**src/design/urtb_pkg.sv**
```systemverilog
package urtb_pkg;

  // default number of slots per ring queue
  localparam int unsigned QUEUE_DEPTH_DEF = 16;

  // request operation codes
  localparam logic [1:0] OP_LINE_RX  = 2'd0;
  localparam logic [1:0] OP_HOST_RD  = 2'd1;
  localparam logic [1:0] OP_HOST_WR  = 2'd2;
  localparam logic [1:0] OP_TX_READY = 2'd3;

  // status codes
  localparam logic [2:0] ST_OK       = 3'd0;
  localparam logic [2:0] ST_OVERFLOW = 3'd4;
  localparam logic [2:0] ST_NO_DATA  = 3'd5;

  // controller states
  typedef enum logic {
    S_IDLE,
    S_RESP
  } state_t;

  // controller to datapath commands
  typedef struct packed {
    logic exec;
    logic emit;
  } cmd_t;

endpackage

```
**src/design/uart_rx_tx_ring_buffers.sv**
```systemverilog
// UART receive and transmit byte ring queues.
// One request channel: a request (operation, data_byte, framing_error,
// overrun_error) is taken at a rising edge with start high and busy low.
// Operations: line byte received, host read, host write, transmitter ready.
// Each request gives exactly one result on read_data, status, rx_count,
// tx_valid, tx_byte, tx_irq_enable and write_accepted, shown for one cycle
// with done high, in the cycle right after the request is taken.
// A new request is not taken while busy: the request cycle updates the
// pointers and writes or reads the queue memory, whose registered read
// data is shown in the following result cycle, during which busy is high.
// Each queue keeps one slot free, so it holds QUEUE_DEPTH - 1 bytes.
// Reset (synchronous, rst high) empties both queues, clears the latched
// error and the transmit interrupt enable; memory contents are not cleared
// and need no clearing pass, since only occupied slots are ever read.
// The receiver cannot stall: results must be taken in their done cycle.
module uart_rx_tx_ring_buffers #(
  parameter int unsigned QUEUE_DEPTH = urtb_pkg::QUEUE_DEPTH_DEF
) (
  input  logic       clk,
  input  logic       rst,
  input  logic       start,
  output logic       busy,
  input  logic [1:0] operation,
  input  logic [7:0] data_byte,
  input  logic       framing_error,
  input  logic       overrun_error,
  output logic       done,
  output logic [7:0] read_data,
  output logic [2:0] status,
  output logic [3:0] rx_count,
  output logic       tx_valid,
  output logic [7:0] tx_byte,
  output logic       tx_irq_enable,
  output logic       write_accepted
);

  urtb_pkg::cmd_t cmd;

  // sequencer
  urtb_ctrl u_ctrl (
    .clk   (clk),
    .rst   (rst),
    .start (start),
    .busy  (busy),
    .cmd   (cmd)
  );

  // queues, pointers and result registers
  urtb_dpath #(
    .QUEUE_DEPTH (QUEUE_DEPTH)
  ) u_dpath (
    .clk            (clk),
    .rst            (rst),
    .cmd            (cmd),
    .operation      (operation),
    .data_byte      (data_byte),
    .framing_error  (framing_error),
    .overrun_error  (overrun_error),
    .read_data      (read_data),
    .status         (status),
    .rx_count       (rx_count),
    .tx_valid       (tx_valid),
    .tx_byte        (tx_byte),
    .tx_irq_enable  (tx_irq_enable),
    .write_accepted (write_accepted)
  );

  assign done = cmd.emit;

  // a result follows exactly one taken request
  a_done_after_req: assert property (@(posedge clk) disable iff (rst)
    done |-> $past(start && !busy))
    else $error("result without a request");

  // result cycle lasts one cycle
  a_busy_one: assert property (@(posedge clk) disable iff (rst)
    busy |=> !busy)
    else $error("busy held beyond one cycle");

  // a stored host write turns the transmit interrupt on
  a_wr_irq: assert property (@(posedge clk) disable iff (rst)
    (done && write_accepted) |-> tx_irq_enable)
    else $error("accepted write left interrupt off");

  // a transmitted byte comes with ok status and no host read data
  a_tx_ok: assert property (@(posedge clk) disable iff (rst)
    (done && tx_valid) |-> (status == urtb_pkg::ST_OK && read_data == 8'h00))
    else $error("transmit result carries read status");

endmodule

```
**src/design/urtb_ctrl.sv**
```systemverilog
module urtb_ctrl (
  input  logic           clk,
  input  logic           rst,
  input  logic           start,
  output logic           busy,
  output urtb_pkg::cmd_t cmd
);

  urtb_pkg::state_t state;
  urtb_pkg::state_t state_next;

  // state register
  always_ff @(posedge clk) begin
    if (rst) begin
      state <= urtb_pkg::S_IDLE;
    end else begin
      state <= state_next;
    end
  end

  // next state
  always_comb begin
    state_next = state;
    case (state)
      urtb_pkg::S_IDLE: begin
        if (start) state_next = urtb_pkg::S_RESP;
      end
      urtb_pkg::S_RESP: begin
        state_next = urtb_pkg::S_IDLE;
      end
      default: state_next = urtb_pkg::S_IDLE;
    endcase
  end

  // outputs
  always_comb begin
    busy     = 1'b0;
    cmd.exec = 1'b0;
    cmd.emit = 1'b0;
    case (state)
      urtb_pkg::S_IDLE: begin
        cmd.exec = start;
      end
      urtb_pkg::S_RESP: begin
        busy     = 1'b1;
        cmd.emit = 1'b1;
      end
      default: busy = 1'b0;
    endcase
  end

endmodule

```
**src/design/urtb_dpath.sv**
```systemverilog
module urtb_dpath #(
  parameter int unsigned QUEUE_DEPTH = urtb_pkg::QUEUE_DEPTH_DEF
) (
  input  logic           clk,
  input  logic           rst,
  input  urtb_pkg::cmd_t cmd,
  input  logic [1:0]     operation,
  input  logic [7:0]     data_byte,
  input  logic           framing_error,
  input  logic           overrun_error,
  output logic [7:0]     read_data,
  output logic [2:0]     status,
  output logic [3:0]     rx_count,
  output logic           tx_valid,
  output logic [7:0]     tx_byte,
  output logic           tx_irq_enable,
  output logic           write_accepted
);

  localparam int unsigned PW = $clog2(QUEUE_DEPTH);
  localparam logic [PW-1:0] LAST = PW'(QUEUE_DEPTH - 1);

  logic [7:0] rx_store [QUEUE_DEPTH];
  logic [7:0] tx_store [QUEUE_DEPTH];

  logic [PW-1:0] rx_head, rx_tail, tx_head, tx_tail;
  logic [PW-1:0] rx_head_next, rx_tail_next, tx_head_next, tx_tail_next;
  logic [2:0]    last_error, last_error_next;
  logic          tx_irq_on, tx_irq_on_next;

  logic [PW-1:0] rx_head_inc, rx_tail_inc, tx_head_inc, tx_tail_inc;
  logic          rx_empty, rx_full, tx_empty, tx_full;
  logic          rx_wr, rx_rd, tx_wr, tx_rd;
  logic [2:0]    status_next;
  logic [PW:0]   count_next;

  logic [7:0]    rx_rdata, tx_rdata;
  logic          rd_sel, tx_sel;

  // pointer advance with wrap at depth
  always_comb begin
    rx_head_inc = (rx_head == LAST) ? '0 : rx_head + PW'(1);
    rx_tail_inc = (rx_tail == LAST) ? '0 : rx_tail + PW'(1);
    tx_head_inc = (tx_head == LAST) ? '0 : tx_head + PW'(1);
    tx_tail_inc = (tx_tail == LAST) ? '0 : tx_tail + PW'(1);
  end

  assign rx_empty = (rx_head == rx_tail);
  assign rx_full  = (rx_head_inc == rx_tail);
  assign tx_empty = (tx_head == tx_tail);
  assign tx_full  = (tx_head_inc == tx_tail);

  // request decode and state update
  always_comb begin
    rx_head_next    = rx_head;
    rx_tail_next    = rx_tail;
    tx_head_next    = tx_head;
    tx_tail_next    = tx_tail;
    last_error_next = last_error;
    tx_irq_on_next  = tx_irq_on;
    status_next     = urtb_pkg::ST_OK;
    rx_wr = 1'b0;
    rx_rd = 1'b0;
    tx_wr = 1'b0;
    tx_rd = 1'b0;
    case (operation)
      urtb_pkg::OP_LINE_RX: begin
        if (rx_full) begin
          last_error_next = urtb_pkg::ST_OVERFLOW;
        end else begin
          last_error_next = {1'b0, overrun_error, framing_error};
          rx_head_next    = rx_head_inc;
          rx_wr           = 1'b1;
        end
        status_next = last_error_next;
      end
      urtb_pkg::OP_HOST_RD: begin
        if (rx_empty) begin
          status_next = urtb_pkg::ST_NO_DATA;
        end else begin
          rx_tail_next = rx_tail_inc;
          rx_rd        = 1'b1;
          status_next  = last_error;
        end
      end
      urtb_pkg::OP_HOST_WR: begin
        if (!tx_full) begin
          tx_head_next   = tx_head_inc;
          tx_irq_on_next = 1'b1;
          tx_wr          = 1'b1;
        end
      end
      urtb_pkg::OP_TX_READY: begin
        if (!tx_empty) begin
          tx_tail_next = tx_tail_inc;
          tx_rd        = 1'b1;
        end else begin
          tx_irq_on_next = 1'b0;
        end
      end
      default: status_next = urtb_pkg::ST_OK;
    endcase
  end

  // receive occupancy after the request
  always_comb begin
    if (rx_head_next >= rx_tail_next) begin
      count_next = {1'b0, rx_head_next} - {1'b0, rx_tail_next};
    end else begin
      count_next = {1'b0, rx_head_next} + (PW+1)'(QUEUE_DEPTH) - {1'b0, rx_tail_next};
    end
  end

  // control state
  always_ff @(posedge clk) begin
    if (rst) begin
      rx_head    <= '0;
      rx_tail    <= '0;
      tx_head    <= '0;
      tx_tail    <= '0;
      last_error <= urtb_pkg::ST_OK;
      tx_irq_on  <= 1'b0;
    end else if (cmd.exec) begin
      rx_head    <= rx_head_next;
      rx_tail    <= rx_tail_next;
      tx_head    <= tx_head_next;
      tx_tail    <= tx_tail_next;
      last_error <= last_error_next;
      tx_irq_on  <= tx_irq_on_next;
    end
  end

  // receive queue storage, registered read at the new tail
  always_ff @(posedge clk) begin
    if (cmd.exec && rx_wr) rx_store[rx_head_inc] <= data_byte;
    if (cmd.exec && rx_rd) rx_rdata <= rx_store[rx_tail_inc];
  end

  // transmit queue storage, registered read at the new tail
  always_ff @(posedge clk) begin
    if (cmd.exec && tx_wr) tx_store[tx_head_inc] <= data_byte;
    if (cmd.exec && tx_rd) tx_rdata <= tx_store[tx_tail_inc];
  end

  // result registers
  always_ff @(posedge clk) begin
    if (cmd.exec) begin
      rd_sel         <= rx_rd;
      tx_sel         <= tx_rd;
      status         <= status_next;
      rx_count       <= 4'(count_next);
      write_accepted <= tx_wr;
    end
  end

  assign read_data     = rd_sel ? rx_rdata : 8'h00;
  assign tx_byte       = tx_sel ? tx_rdata : 8'h00;
  assign tx_valid      = tx_sel;
  assign tx_irq_enable = tx_irq_on;

endmodule

```
**config.mk**
```make
export PLATFORM = sky130hd
export DESIGN_NAME = uart_rx_tx_ring_buffers
export DESIGN_NICKNAME = d
export VERILOG_FILES = /design/src/design/urtb_pkg.sv /design/src/design/uart_rx_tx_ring_buffers.sv /design/src/design/urtb_ctrl.sv /design/src/design/urtb_dpath.sv
export SDC_FILE = /design/constraint.sdc
export NUM_CORES = 1
export LEC_CHECK = 0
export ABC_AREA = 1
export ABC_CLOCK_PERIOD_IN_PS = 3300
export BUFFER_PORTS_ARGS = -buffer_cell sky130_fd_sc_hd__buf_2
export CAP_MARGIN = 20
export CORE_AREA = 2 2 210 212
export CTS_BUF_LIST = sky130_fd_sc_hd__clkbuf_8
export DETAILED_ROUTE_END_ITERATION = 8
export DIE_AREA = 0 0 212 214
export GPL_TIMING_DRIVEN = 0
export PLACE_DENSITY_LB_ADDON = 0.3
export REMOVE_ABC_BUFFERS = 1
export SLEW_MARGIN = 20
export SYNTH_ARGS = -nofsm -noshare
export SYNTH_HDL_FRONTEND = slang
export SYNTH_SLANG_ARGS = --single-unit
export TNS_END_PERCENT = 20
```
**constraint.sdc**
```tcl
create_clock -name clk -period 3.3 [get_ports clk]
set_clock_uncertainty 0.15 [all_clocks]
set_input_delay 0.66 -clock clk [delete_from_list [all_inputs] [get_ports clk]]
set_output_delay 0.66 -clock clk [all_outputs]
set_load 0.02 [all_outputs]
```
==> impl_results.md, run 1 <==
* Status: finished, final reports clean
* Final ANT Viol Nets at 0
* Sink Count at 303
* Syn_area_per_cell at 11.9 um^2
* Area growth syn-to-layout at 12.7%
* Area leader, netlist: edfxtp_1
* Power, Total at 7930 uW
* Shortest period the worst path allows at 3130 ps
* DR WL/cell at 17.6 um
* Drt pass-1 iters at 6
* Yosys cell types at 43
* WS Path Type: reg -> reg
* Flops & latches, synth at 303
* # Max-Cap Violations at 0
* Switching part of the total at 24.6%
* FP Rows at 76
* Cells after synthesis at 1072
* Layout Nets at 1143
* Reg power frac at 54.2%
* Sequential fraction of the synthesis area at 69.4%
* Crit path buf inv count at 1
* Actual slew at the worst max-slew pin at 936 ps
* Placed insts at 1645
* Fill cell count at 4249
* Min-Delay Path Class: in -> reg
* EDFF count, synth at 282
* CP most frequent cell: nor2_4
* GR peak layer: met2
* Post-Synthesis Cell Area at 12800 um^2
* Cell Area, Placed at 13500 um^2
* CTS root buf: clkbuf_8
* Worst path max stage delay at 680 ps
* CTS tree: built
* Diode count at 0
* Routed via count at 8132
* IO buf count at 42
* Setup-failing EPs final at 0
* Combinational share of power at 8.7%
* Non-filler cells, final at 1732
* M1 GR Usage at 18.5%
* First-pass GRT wire length at 45800 um
* Max-slew headroom at the worst pin at 37.4%
* Final core occ at 33.7%
* Drt total wl at 30400 um
* Io pins at 43
* CTS Buffer Depth at 3
* Critical path required time at 3350 ps
* PwrDens at 549 nW/um^2
* Vias per cell at 4.70
* Final hold viol count at 0
* Arrival time worst endpoint at 3170 ps
* Total GRT Usage at 13.3%
* Post-CTS setup buffers at 0
* Share of the synthesized area in the top cell type at 66.1%
* Layout cell share with drive strength beyond 1 at 12.8%
* Drt initial violations at 546
* Switching power total at 1950 uW
* Final instance area at 14400 um^2
* Skew-Pair Late Insertion Delay at 580 ps
* CP max FO at 8
* Largest net degree at the start of global routing at 67
* Worst setup SP type: flop
* DIE HEIGHT at 214 um
* Pleak at 0.00509 uW
* HPWL after detailed placement at 17600 um
* Post-synth ARST share at 0%
* Final Slew Violations at 0
* Synth area leaders: edfxtp_1, o21ai_0, nand2_1
* Slowest cell on the critical path: nor2_1
* Grt met2 use at 20.8%
* RD Place Congestion at 0.794
* Crit share post-route at 94.7%
* Synth Warn # at 0
* DRC at 0
* Int Power at 5980 uW
* Core ar. at 42900 um^2
* Die area at 45400 um^2
* Total negative slack at 0 ps
* Clock Pin Slew Worst Setup and Hold Paths at 60 ps
* M3 GR Usage at 2.52%
* Initial antenna violation count at 0
* Top delay family on crit path: simple AND/OR/NAND/NOR gates
* Critical path capture point type: flop
* Die Span X at 212 um
* RSZ-0062 raised after global routing: yes
* Vias in the first global route at 7814
* Worst vdd ir at 0.231 mV
* Fmax at 320 MHz
* Gr ovfl total at 0
* TritonCTS Buffers at 49
* Synth Flop Type: edfxtp_1
* Clk pwr share at 37.1%
* CP Cell Sequence: inv_1 -> ha_1 -> xnor2_1 -> nand3_2 -> nor2_4 -> nand2_4 -> nand2_8 -> nor2_4 -> nand2_1 -> nor2_1
* Initial core utilization at 29.9%
* CTS HTree Levels at 2
==> cell usage after synthesis (2+ instances only) <==
master	number
edfxtp_1	282
nand2_1	150
nor2_1	147
o21ai_0	124
inv_1	57
a21oi_1	49
o221ai_1	33
nand3_1	26
buf_2	24
dfxtp_1	21
clkbuf_1	19
ha_1	15
o211ai_1	15
o22ai_1	15
o21ai_1	14
nand2_2	11
inv_2	10
xor2_1	8
xnor2_1	6
a31oi_1	5
buf_4	5
nand2_4	5
buf_6	4
a21oi_2	3
nor2_4	3
buf_1	2
nand3_2	2
o21a_1	2
==> path summary, 6_finish.rpt <==
check / startpoint / end / slack (ps) / cells after the start
setup / recovery: u_dpath.rx_head[0] / u_dpath.rx_store[4][2] / 170 / 10
hold / removal: overrun_error / u_dpath.last_error[1] / 220 / 3
setup reg to reg: u_dpath.rx_head[0] / u_dpath.rx_store[4][2] / 170 / 10
hold reg to reg: u_dpath.tx_irq_enable / u_dpath.tx_irq_enable / 320 / 2
==> power by group through the flow <==
stage | registers [uW] | clock network (uW) | logic, uW
6_report | 4300 | 2940 | 687
5_1_grt | 4300 | 3190 | 763
4_1_cts | 4300 | 3030 | 688
3_5_place_dp | 4380 | 0 | 686
3_3_place_gp | 4380 | 0 | 671
2_1_floorplan | 4390 | 0 | 400
==> cells in the final DEF, fill, tap and decap left out, types with 6 or more instances in the layout <==
cell type | synthesis | final
o221ai_1 | 33 | 33
nor2_2 | 1 | 6
a21oi_1 | 49 | 49
inv_2 | 10 | 8
inv_1 | 57 | 80
buf_2 | 24 | 42
o211ai_1 | 15 | 15
nand2_1 | 150 | 149
o21ai_0 | 124 | 124
xor2_1 | 8 | 8
clkinv_1 | 1 | 9
nor2_1 | 147 | 142
nand3_1 | 26 | 26
o22ai_1 | 15 | 15
ha_1 | 15 | 13
o21ai_1 | 14 | 14
xnor2_1 | 6 | 6
clkbuf_8 | 0 | 52
dfxtp_1 | 21 | 21
nand2_2 | 11 | 10
edfxtp_1 | 282 | 282
==> per-layer routing <==
metal / part of all wire, % / vias up
met5: 0 / -
met4: 2.3 / 0
met3: 4.4 / 55
met2: 46 / 203
met1: 47 / 3944
li1: - / 3930
==> worst register-to-register path, delay by kind of cell, from the launching register on <==
kind / cells / cell delay (ps)
buf+inv: 1 / 180
simple gates: 7 / 1430
flops: 1 / 480
xor+xnor: 1 / 140
fa+ha+maj: 1 / 360
==> sequential cells by signal, summed over array words and instances (netlist names), 4 cells and up <==
register	count
u_dpath.rx_store	128
u_dpath.tx_store	128
u_dpath.rx_rdata	8
u_dpath.tx_rdata	8
u_dpath.rx_count	4
u_dpath.rx_head	4
u_dpath.rx_tail	4
u_dpath.tx_head	4
u_dpath.tx_tail	4
==> cells by family after synthesis <==
family | after synthesis | synth area share (%)
AND/OR/NAND/NOR | 352 | 11.7
flip-flops | 303 | 69.4
AO/OA/AOI/OAI | 262 | 11.9
buffers and inverters | 124 | 4.30
adder cells (fa/ha/maj) | 16 | 1.62
XOR/XNOR | 15 | 1.08
==> area by class of cell <==
cell class,instances,area [um^2],share of cell area (%)
clock buffers,52,716,4.96
clock inverters,34,161,1.12
inverters,69,269,1.86
multi-input cells,645,3420,23.7
flip-flops and latches,303,8890,61.6
well taps,585,732,5.07
repair buffers,44,253,1.75
==> through the flow <==
stage / setup WS, ps / hold slack [ps]
final: 175 / 219
after global placement: -1790 / 302
after CTS: 64.5 / 188
after floorplan: 11.4 / 339
after detailed placement: -175 / 322
after global routing: -5.05 / 199
==> what timing repair did <==
| action | in CTS | in global routing |
|---|---|---|
| resized for setup | 1 | 7 |
| hold buffers | 0 | 0 |
| setup endpoints to repair | 8 | 40 |
No activity file was read; power rests on OpenSTA's default activity.
==> inputs of run 2 (changes only) <==
- PLACE_DENSITY: unset -> 0.55
- PLACE_DENSITY_LB_ADDON: 0.3 -> unset
==> run 2 against run 1 <==
Net effect: sequential share of layout area up 0.076 points; worst hold slack better by 16 ps; sequential cell count unchanged.
==> impl_results.md, run 2 (same netlist as run 1, synthesis figures left out) <==
* Crit share post-route at 97.8% (was 94.7%)
* Critical path required time at 3440 ps (was 3350 ps)
* Combinational share of power at 8.5% (was 8.7%)
* CTS root buf: clkbuf_8 (unchanged)
* Commonest cells after routing, fill and taps aside: edfxtp_1, nand2_1, nor2_1, o21ai_0, inv_1 (unchanged)
* IO buf count at 42 (unchanged)
* Actual slew at the worst max-slew pin at 1140 ps (was 936 ps)
* DRC at 0 (unchanged)
* Largest regs: u_dpath.rx_store x128, u_dpath.tx_store x128 (unchanged)
* HPWL after detailed placement at 17500 um (was 17600 um)
* Arrival time worst endpoint at 3370 ps (was 3170 ps)
* R2R setup slack at 70 ps (was 170 ps)
* Critical path capture point type: flop (unchanged)
* Reg power frac at 54.0% (was 54.2%)
* Worst vdd ir at 0.255 mV (was 0.231 mV)
* Status: finished, final reports clean (unchanged)
* DIE HEIGHT at 214 um (unchanged)
* # Max-Cap Violations at 0 (unchanged)
* Final core occ at 33.6% (was 33.7%)
* Routed via count at 8125 (was 8132)
* PwrDens at 552 nW/um^2 (was 549 nW/um^2)
* Post-CTS Hold Buffers at 0 (unchanged)
* TritonCTS Buffers at 49 (unchanged)
* Clk pwr share at 37.5% (was 37.1%)
* Drt pass-1 iters at 5 (was 6)
* RSZ-0062 raised after global routing: yes (unchanged)
* RD Place Congestion at 0.773 (was 0.794)
* Layout cell share with drive strength beyond 1 at 12.9% (was 12.8%)
* Clock Pin Slew Worst Setup and Hold Paths at 60 ps (about the same)
* Die Span X at 212 um (unchanged)
* Final ANT Viol Nets at 0 (unchanged)
* Drt total wl at 30200 um (was 30400 um)
* Min Hold Slack at 234 ps (was 219 ps)
* Int Power at 5970 uW (was 5980 uW)
* Vias in the first global route at 7838 (was 7814)
* Pleak at 0.00505 uW (was 0.00509 uW)
* CTS Buffer Depth at 3 (unchanged)
* Drt initial violations at 598 (was 546)
* First-pass GRT wire length at 45700 um (was 45800 um)
* Most common cell after layout, fill and taps aside: edfxtp_1 (unchanged)
* Final hold viol count at 0 (unchanged)
* DR WL/cell at 17.4 um (was 17.6 um)
* Initial antenna violation count at 1 (was 0)
* Total negative slack at 0 ps (unchanged)
* Gr ovfl total at 0 (unchanged)
* Die area at 45400 um^2 (unchanged)
* Switching part of the total at 25.0% (was 24.6%)
* FP Rows at 76 (unchanged)
* CTS tree: built (unchanged)
* Layout Nets at 1142 (was 1143)
* CP max FO at 35 (was 8)
* Vias per cell at 4.68 (was 4.70)
* Diode count at 0 (unchanged)
* Fmax at 310 MHz (was 320 MHz)
* Initial core utilization at 29.9% (unchanged)
* Core ar. at 42900 um^2 (unchanged)
* Worst setup SP type: flop (unchanged)
* Sink Count at 303 (unchanged)
* WS Path Type: reg -> reg (unchanged)
* Setup-failing EPs final at 0 (unchanged)
* Skew-Pair Late Insertion Delay at 570 ps (was 580 ps)
* Io pins at 43 (unchanged)
* Final Slew Violations at 0 (unchanged)
* Total GRT Usage at 13.1% (was 13.3%)
* Area growth syn-to-layout at 12.6% (was 12.7%)
* Largest net degree at the start of global routing at 67 (unchanged)
* Post-CTS setup buffers at 0 (unchanged)
* Max-slew headroom at the worst pin at 24.0% (was 37.4%)
* Shortest period the worst path allows at 3230 ps (was 3130 ps)
* Min-Delay Path Class: in -> reg (unchanged)
* CTS HTree Levels at 2 (unchanged)
* Switching power total at 1990 uW (was 1950 uW)
run 2: changes by cell type in the layout (fill, tap and decap cells not counted), moves of 2 or more:
cell | before | now
clkinv_1 | 9 | 21
inv_1 | 80 | 68
clkinv_2 | 0 | 4
nor2_1 | 142 | 146
nor2_2 | 6 | 2
dfxtp_1 | 21 | 19
dfxtp_2 | 0 | 2
run 2: layer usage:
| layer | up-vias | routed length [um] | global-route usage (%) |
|---|---|---|---|
| met2 | 201 | 14200 | 20.9 |
| met4 | 2 | 860 | 4.53 |
| met1 | 3936 | 13800 | 17.9 |
| met3 | 60 | 1350 | 2.23 |
| met5 | - | 7 | 0 |
| li1 | 3926 | - | - |
run 2: final timing paths:
| check | from | end | cells after the start |
|---|---|---|---|
| min | framing_error | u_dpath.last_error[0] | 3 |
| min reg2reg | u_dpath.tx_irq_enable | u_dpath.tx_irq_enable | 2 |
| max reg2reg | u_dpath.rx_tail[0] | u_dpath.rx_rdata[5] | 6 |
| max | u_dpath.rx_tail[0] | u_dpath.rx_rdata[5] | 6 |
run 2: layout make-up:
type	count	area (um^2)
inverter	69	273
clock inverter	39	190
timing repair inverter	1	7.51
multi-input combinational	645	3420
fill	4263	28500
timing repair buffer	42	210
tap	585	732
sequential	303	8890
clock buffer	51	702
run 2: timing repair:
action | 4_1_cts | 5_1_grt
gates resized for setup | 1 | 8
cloned | 0 | 1
endpoints found under the setup margin | 8 | 41
run 2: power groups by stage:
| stage | Sequential [uW] | Clock [uW] | Combinational (uW) |
|---|---|---|---|
| 5_1_grt | 4300 | 3200 | 753 |
| 3_3_place_gp | 4380 | 0 | 664 |
| 4_1_cts | 4300 | 3050 | 675 |
| 2_1_floorplan | 4390 | 0 | 400 |
| 3_5_place_dp | 4380 | 0 | 672 |
| 6_report | 4300 | 2980 | 675 |
run 2: metrics by stage:
stage | worst slack, ps | instances | instance area [um^2] | power (uW)
final | 72.0 | 1735 | 14400 | 7950
after global routing | -52.9 | 1735 | 14400 | 8260
after CTS | 16.9 | 1734 | 14400 | 8020
after detailed placement | -191 | 1644 | 13500 | 5050
after global placement | -1690 | 1644 | 13500 | 5040
after floorplan | 11.4 | 1017 | 12500 | 4790
run 2: critical path, stage by stage, from the launching register on:
cell	delay (ps)
dfxtp_1	380
ha_2	830
inv_1	740
o21ai_0	270
o22ai_1	150
o211ai_1	310
nand2_1	100
